==> src/hdl/edc_pkg.sv <==
// Package for the case-insensitive edit distance unit.
// Holds sizing constants, item and result word types and shared helper functions.
// No dependencies.
`timescale 1ns / 1ps

package edc_pkg;

	localparam int MAX_PATTERN = 64;
	localparam int COST_BITS = 16;

	localparam int LEN_W = $clog2(MAX_PATTERN + 1);
	localparam int PAT_AW = (MAX_PATTERN > 1) ? $clog2(MAX_PATTERN) : 1;
	localparam int COST_AW = LEN_W;

	localparam logic [31:0] COST_MAX = 32'((64'd1 << COST_BITS) - 64'd1);

	localparam logic [1:0] KIND_CLEAR = 2'd0;
	localparam logic [1:0] KIND_APPEND = 2'd1;
	localparam logic [1:0] KIND_TEXT = 2'd2;
	localparam logic [1:0] KIND_FINISH = 2'd3;

	typedef logic [COST_BITS-1:0] cost_t;

	typedef struct packed {
		logic [1:0] kind;
		logic [7:0] symbol;
	} edc_item_t;

	typedef struct packed {
		logic [15:0] distance;
		logic overflow;
	} edc_result_t;

	function automatic logic [7:0] fold(input logic [7:0] c);
		if (c >= 8'h41 && c <= 8'h5A) begin
			return c + 8'h20;
		end
		return c;
	endfunction

	function automatic cost_t sat_cost(input logic [31:0] v);
		if (v > COST_MAX) begin
			return COST_MAX[COST_BITS-1:0];
		end
		return v[COST_BITS-1:0];
	endfunction

	function automatic logic [15:0] sat_distance(input cost_t c);
		logic [31:0] v;
		v = 32'(c);
		if (v > 32'h0000_FFFF) begin
			return 16'hFFFF;
		end
		return v[15:0];
	endfunction

endpackage

==> src/hdl/edit_distance_ci_unit.sv <==
// Case-insensitive edit distance unit: sequencer, pattern and cost RAMs, one shared cell.
// Clear and append words never raise busy. A text word holds busy while it updates the
// L cost cells (L = stored pattern length), one cost cell per cycle through the shared cell
// and the cost RAM port; a finish word raises done via ST_FIN and the done register, or in
// the next cycle if L is zero. The receiver cannot stall; done is a one-cycle strobe. Reset
// clears control state only; the RAMs are not initialized, and every cell is written before use.
`timescale 1ns / 1ps

module edit_distance_ci_unit (
	input logic clk,
	input logic arst_n,
	input logic start,
	input edc_pkg::edc_item_t item,
	output logic busy,
	output logic done,
	output edc_pkg::edc_result_t result
);
	import edc_pkg::*;

	localparam logic [1:0] ST_IDLE = 2'd0;
	localparam logic [1:0] ST_RUN = 2'd1;
	localparam logic [1:0] ST_FIN = 2'd2;

	logic [1:0] state_q;
	logic [LEN_W-1:0] len_q;
	logic [15:0] tcount_q;
	logic ovf_q;
	logic [LEN_W-1:0] j_q;
	cost_t left_q;
	cost_t diag_q;
	logic [7:0] txt_q;
	logic done_q;
	edc_result_t result_q;

	logic accept;
	logic [15:0] tcount_next;
	logic [LEN_W-1:0] len_inc;

	logic pat_we;
	logic [PAT_AW-1:0] pat_waddr;
	logic [PAT_AW-1:0] pat_raddr;
	logic [7:0] pat_rdata;

	logic cost_we;
	logic [COST_AW-1:0] cost_waddr;
	cost_t cost_wdata;
	logic [COST_AW-1:0] cost_raddr;
	cost_t cost_rdata;

	cost_t cell_best;
	logic [LEN_W-1:0] rd_idx;

	assign accept = start && !busy;
	assign busy = (state_q != ST_IDLE);
	assign tcount_next = (tcount_q == 16'hFFFF) ? tcount_q : tcount_q + 16'd1;
	assign len_inc = len_q + LEN_W'(1);

	edc_ram #(
		.WIDTH(8),
		.DEPTH(MAX_PATTERN)
	) u_pat_ram (
		.clk(clk),
		.we(pat_we),
		.waddr(pat_waddr),
		.wdata(item.symbol),
		.raddr(pat_raddr),
		.rdata(pat_rdata)
	);

	edc_ram #(
		.WIDTH(COST_BITS),
		.DEPTH(MAX_PATTERN + 1)
	) u_cost_ram (
		.clk(clk),
		.we(cost_we),
		.waddr(cost_waddr),
		.wdata(cost_wdata),
		.raddr(cost_raddr),
		.rdata(cost_rdata)
	);

	edc_cell u_cell (
		.up(cost_rdata),
		.left(left_q),
		.diag(diag_q),
		.pat(pat_rdata),
		.txt(txt_q),
		.best(cell_best)
	);

	// Reads run one cell ahead of the write, so cell j+1 is fetched while cell j is written.
	always_comb begin
		pat_we = 1'b0;
		pat_waddr = len_q[PAT_AW-1:0];
		cost_we = 1'b0;
		cost_waddr = len_inc[COST_AW-1:0];
		cost_wdata = sat_cost(32'(len_inc));
		rd_idx = LEN_W'(1);
		cost_raddr = len_q;
		unique case (state_q)
			ST_IDLE: begin
				if (accept && item.kind == KIND_APPEND && tcount_q == 16'd0
						&& len_q != LEN_W'(MAX_PATTERN)) begin
					pat_we = 1'b1;
					cost_we = 1'b1;
				end
				if (accept && item.kind == KIND_TEXT) begin
					cost_raddr = rd_idx;
				end
			end
			ST_RUN: begin
				cost_we = 1'b1;
				cost_waddr = j_q;
				cost_wdata = cell_best;
				rd_idx = j_q + LEN_W'(1);
				cost_raddr = rd_idx;
			end
			ST_FIN: begin
			end
			default: begin
			end
		endcase
		pat_raddr = PAT_AW'(rd_idx - LEN_W'(1));
	end

	always_ff @(posedge clk or negedge arst_n) begin
		if (!arst_n) begin
			state_q <= ST_IDLE;
			len_q <= '0;
			tcount_q <= '0;
			ovf_q <= 1'b0;
			done_q <= 1'b0;
		end else begin
			done_q <= 1'b0;
			unique case (state_q)
				ST_IDLE: begin
					if (accept) begin
						unique case (item.kind)
							KIND_CLEAR: begin
								len_q <= '0;
								tcount_q <= '0;
								ovf_q <= 1'b0;
							end
							KIND_APPEND: begin
								if (tcount_q == 16'd0) begin
									if (len_q == LEN_W'(MAX_PATTERN)) begin
										ovf_q <= 1'b1;
									end else begin
										len_q <= len_inc;
									end
								end
							end
							KIND_TEXT: begin
								tcount_q <= tcount_next;
								if (len_q != '0) begin
									state_q <= ST_RUN;
								end
							end
							KIND_FINISH: begin
								if (len_q == '0) begin
									done_q <= 1'b1;
								end else begin
									state_q <= ST_FIN;
								end
							end
							default: begin
							end
						endcase
					end
				end
				ST_RUN: begin
					if (j_q == len_q) begin
						state_q <= ST_IDLE;
					end
				end
				ST_FIN: begin
					done_q <= 1'b1;
					state_q <= ST_IDLE;
				end
				default: begin
					state_q <= ST_IDLE;
				end
			endcase
		end
	end

	// Datapath registers; cell 0 of the row always equals the saturated text count.
	always_ff @(posedge clk) begin
		unique case (state_q)
			ST_IDLE: begin
				if (accept && item.kind == KIND_TEXT) begin
					j_q <= LEN_W'(1);
					txt_q <= item.symbol;
					diag_q <= sat_cost(32'(tcount_q));
					left_q <= sat_cost(32'(tcount_next));
				end
				if (accept && item.kind == KIND_FINISH && len_q == '0) begin
					result_q.distance <= sat_distance(sat_cost(32'(tcount_q)));
					result_q.overflow <= ovf_q;
				end
			end
			ST_RUN: begin
				left_q <= cell_best;
				diag_q <= cost_rdata;
				j_q <= j_q + LEN_W'(1);
			end
			ST_FIN: begin
				result_q.distance <= sat_distance(cost_rdata);
				result_q.overflow <= ovf_q;
			end
			default: begin
			end
		endcase
	end

	assign done = done_q;
	assign result = result_q;

endmodule

==> src/hdl/edc_ram.sv <==
// Generic single-write, single-read RAM with a registered read port.
// Used for the pattern store and the cost row. No dependencies.
`timescale 1ns / 1ps

module edc_ram #(
	parameter int WIDTH = 8,
	parameter int DEPTH = 64,
	localparam int AW = (DEPTH > 1) ? $clog2(DEPTH) : 1
) (
	input logic clk,
	input logic we,
	input logic [AW-1:0] waddr,
	input logic [WIDTH-1:0] wdata,
	input logic [AW-1:0] raddr,
	output logic [WIDTH-1:0] rdata
);

	logic [WIDTH-1:0] mem [DEPTH];

	always_ff @(posedge clk) begin
		if (we) begin
			mem[waddr] <= wdata;
		end
		rdata <= mem[raddr];
	end

endmodule

==> src/hdl/edc_cell.sv <==
// Shared cost cell update: one Levenshtein recurrence step per use.
// Depends on edc_pkg for the cost type and the case fold.
`timescale 1ns / 1ps

module edc_cell (
	input edc_pkg::cost_t up,
	input edc_pkg::cost_t left,
	input edc_pkg::cost_t diag,
	input logic [7:0] pat,
	input logic [7:0] txt,
	output edc_pkg::cost_t best
);
	import edc_pkg::*;

	function automatic cost_t sat_inc(input cost_t v);
		if (32'(v) >= COST_MAX) begin
			return v;
		end
		return v + cost_t'(1);
	endfunction

	cost_t del_c;
	cost_t ins_c;
	cost_t sub_c;
	cost_t min_di;

	always_comb begin
		del_c = sat_inc(up);
		ins_c = sat_inc(left);
		sub_c = (fold(pat) != fold(txt)) ? sat_inc(diag) : diag;
		min_di = (del_c < ins_c) ? del_c : ins_c;
		best = (sub_c < min_di) ? sub_c : min_di;
	end

endmodule

==> config.mk <==
export PLATFORM = sky130hd
export DESIGN_NAME = edit_distance_ci_unit
export DESIGN_NICKNAME = d
export VERILOG_FILES = /design/src/hdl/edc_pkg.sv /design/src/hdl/edit_distance_ci_unit.sv /design/src/hdl/edc_ram.sv /design/src/hdl/edc_cell.sv
export SDC_FILE = /design/constraint.sdc
export NUM_CORES = 2
export LEC_CHECK = 0
export BUFFER_PORTS_ARGS = -buffer_cell sky130_fd_sc_hd__buf_2
export CAP_MARGIN = 40
export CORE_UTILIZATION = 60
export CTS_BUF_LIST = sky130_fd_sc_hd__clkbuf_4 sky130_fd_sc_hd__clkbuf_8
export CTS_CLUSTER_SIZE = 8
export DETAILED_ROUTE_END_ITERATION = 16
export PLACE_DENSITY = 0.76
export SLEW_MARGIN = 5
export SYNTH_ARGS = -nofsm -noshare
export SYNTH_HDL_FRONTEND = slang
export SYNTH_SLANG_ARGS = --single-unit
==> constraint.sdc <==
create_clock -name clk -period 10.65 [get_ports clk]
set_input_delay 0.5325 -clock clk [delete_from_list [all_inputs] [get_ports clk]]
set_output_delay 0.5325 -clock clk [all_outputs]
set_load 0.02 [all_outputs]
==> results.toml <==
[power]
p_int_mw = 14.6
combPwrFrac = 0.396
clock_power_share = 0.227
p_leak_nw = 26.1
p_sw_mw = 8.80
powerDensity_mw_per_mm2 = 306
switching_share = 0.377
vdd_ir_drop_max_v = 0.000332
p_seq_frac = 0.377

[flow_run]
cap_viol_max_count = 0

[yosys]
synth_flop_cell = "edfxtp_1"
ys.warnings.count = 0
synth_edf_count = 1616
synth_area_per_cell_sq_um = 14.5
synth_cell_types = 74
async_reset_ff_frac = 0.0162
synth-seq-cells = 1667
synth.cell_area_sq_mm = 0.0685
ys_seq_area_frac = 0.725
synth_fp_nets = 4768
synth_cells = 4717

[clock_network]
clkLatencyLatePin_ns = 0.97
cts_setup_buffers = 0
clkSinkCount = 1667
cts.path.max_buffers = 4
cts.reportedPaths.clkPinSlew_ns = 0.06
post_cts_resized = 0
htree_levels = 5
clock-root-buffer = "clkbuf_8"
cts_tree = "built"
cts_made_buffers = 284

[cells_and_area]
final_layout_size_suffix_gt1_frac = 0.165
finish.utilization = 0.676
final_cells = 6568
regArea_sq_mm = 0.0497
postLayoutCellArea_sq_mm = 0.0763
nFillCells = 7473
multi_input_comb_area_sq_mm = 0.0178
syn_to_final_growth_pct = 11.4
fin_nets = 4954

[sta]
rsz0062_at_grt = "no"
fin_tns_setup_ns = 0
period_needed_ns = 7.65
period_share = 0.719
max_freq_mhz = 131
setup_ws_ns = 3.00
slew_headroom = 0.272
slew_violations = 0
setup_viol = 0
hold_viol = 0
worst_pin_slew_ns = 1.09
finalClockSkew_ns = 0.0773

[outcome]
status = "complete, no violations"

[place]
post-dp-hpwl_mm = 99.1
pre_cts_slack_ns = 3.15
placed_cell_area_sq_mm = 0.0711
portBuffers = 31
dp_cells = 6107
gp_congestion = 0.928

[floorplan]
core_sq_mm = 0.113
fp.dieW_microns = 340
die_y_microns = 340
die_area_sq_mm = 0.116
io_pins = 32
start_util = 0.607
rows = 123

[worst_hold_path]
whs_path_depth = 1
hold_path_class = "primary input to flop"

[drt]
via_count = 42500
ant_nets = 0
drcViolationCount = 0
firstDrtPassIters = 9
routedWlPerCell_microns = 26.7
wl_mm = 175
drtIter0Drc = 5730
via_per_inst = 6.46

[global_route]
grt_util_all_layers = 0.304
grt_pass1_wl_mm = 260
grt-ovfl-total = 0
first_global_vias = 41600
antenna_found_initial = 3
grt_max_degree = 187

[setup_path]
critPathKind = "flop to flop"
cp-start-kind = "flop"
cp.required_ns = 11.32
end_kind = "flop"
reg2reg_depth = 27
worstPathMaxFanout = 41
worst-endpoint-arrival_ns = 8.32
-- through the flow --
stage	total power, mW	hold WS [ns]
floorplan	14.9	0.237
global placement	17.8	0.467
detailed placement	18.0	0.476
CTS	23.3	0.0124
global route	24.3	0.0557
finish	23.4	0.0757
-- Yosys cell counts, types with 41 or more instances --
library cell | instances | share of area
edfxtp_1 | 1616 | 0.71
nand2_1 | 1145 | 0.063
a311oi_1 | 241 | 0.031
clkbuf_1 | 228 | 0.012
nor2_1 | 204 | 0.011
nand3_1 | 195 | 0.014
and3_1 | 192 | 0.018
mux4_2 | 168 | 0.055
buf_1 | 46 | 0.0025
nor3_1 | 45 | 0.0033
inv_1 | 44 | 0.0024
o21ai_0 | 41 | 0.0030
-- worst max-delay path, cell delays in order (launching register included) --
cell	delay, ns
edfxtp_1	0.48
ha_1	0.28
and4_1	0.28
and4_1	0.50
nor2_1	0.14
nand2_1	0.11
xor2_1	0.22
ha_1	0.28
a21oi_1	0.14
nor2b_1	0.06
o21ai_0	0.17
a21boi_0	0.20
a211o_1	0.32
a211oi_2	0.32
nor2_1	0.09
buf_4	0.22
a21oi_1	0.27
inv_1	0.07
ha_1	0.32
a21o_1	0.16
a21o_1	0.17
a21oi_1	0.17
o21ai_0	0.18
a211oi_1	0.38
a31oi_4	0.39
mux2i_1	0.27
nor2_4	0.60
buf_4	0.54
-- sequential cells by signal, summed over array words and instances (netlist names) --
name	cells
u_pat_ram.rdata	8
done	1
tcount_q	16
u_pat_ram.mem	512
u_cost_ram.rdata	16
u_cost_ram.mem	1040
diag_q	16
j_q	7
state_q	2
txt_q	8
ovf_q	1
left_q	16
result	17
len_q	7
-- routing by layer --
metal | routed length, microns | track usage
met3 | 19800 | 0.0699
met1 | 66800 | 0.425
met4 | 5710 | 0.113
met5 | 12 | 0
met2 | 83000 | 0.471
-- cell type report --
type	instances	area share
tap	1500	0.0246
inverter	45	0.00231
sequential	1667	0.651
clock buffer	393	0.0623
timing repair buffer	203	0.0226
antenna	4	0.000131
clock inverter	54	0.00423
multi-input combinational	2702	0.233
-- cell families after synthesis --
family,Yosys count,synth area share
simple gates,1889,0.120
mux,221,0.0633
buf+inv,348,0.0197
xor+xnor,76,0.00972
flops,1667,0.725
fa+ha+maj,38,0.00694
compound gates,478,0.0553
-- final timing paths --
check                                         end  slack, ns                  start
setup reg to reg           u_cost_ram.mem[49][15]       3.00              left_q[0]
hold / removal                u_pat_ram.mem[4][3]       0.08                item[3]
min in group asynchronous            tcount_q[15]       0.17                 arst_n
max in group asynchronous                len_q[0]      10.00                 arst_n
hold reg to reg               u_cost_ram.rdata[9]       0.47  u_cost_ram.mem[64][9]
setup / recovery           u_cost_ram.mem[49][15]       3.00              left_q[0]
-- cell usage in the layout (no fill, tap or decap), drive strengths merged, types with 27 or more instances in the layout --
cell,synthesis,layout
edfxtp,1616,1616
nand2,1145,1145
clkbuf,229,394
a311oi,241,241
nor2,204,204
buf,74,196
nand3,195,195
and3,192,192
mux4,168,168
inv,44,49
o21ai,47,47
nor3,46,46
clkinv,1,39
xor2,38,38
xnor2,38,38
ha,38,38
a21oi,36,36
mux2i,34,34
dfrtp,27,27
-- power groups by stage --
stage,clock network (mW),logic (mW),registers (mW)
floorplan,0,5.96,8.93
global placement,0,8.84,8.91
detailed placement,0,9.10,8.93
CTS,5.34,9.15,8.80
global route,5.63,9.87,8.83
finish,5.29,9.26,8.80
-- repair_timing --
| action | in CTS | in global routing |
|---|---|---|
| endpoints found under the setup margin | 0 | 0 |
| hold buffers | 6 | 0 |
| hold endpoints to repair | 41 | 0 |
Power figures use the tool's default switching activity.
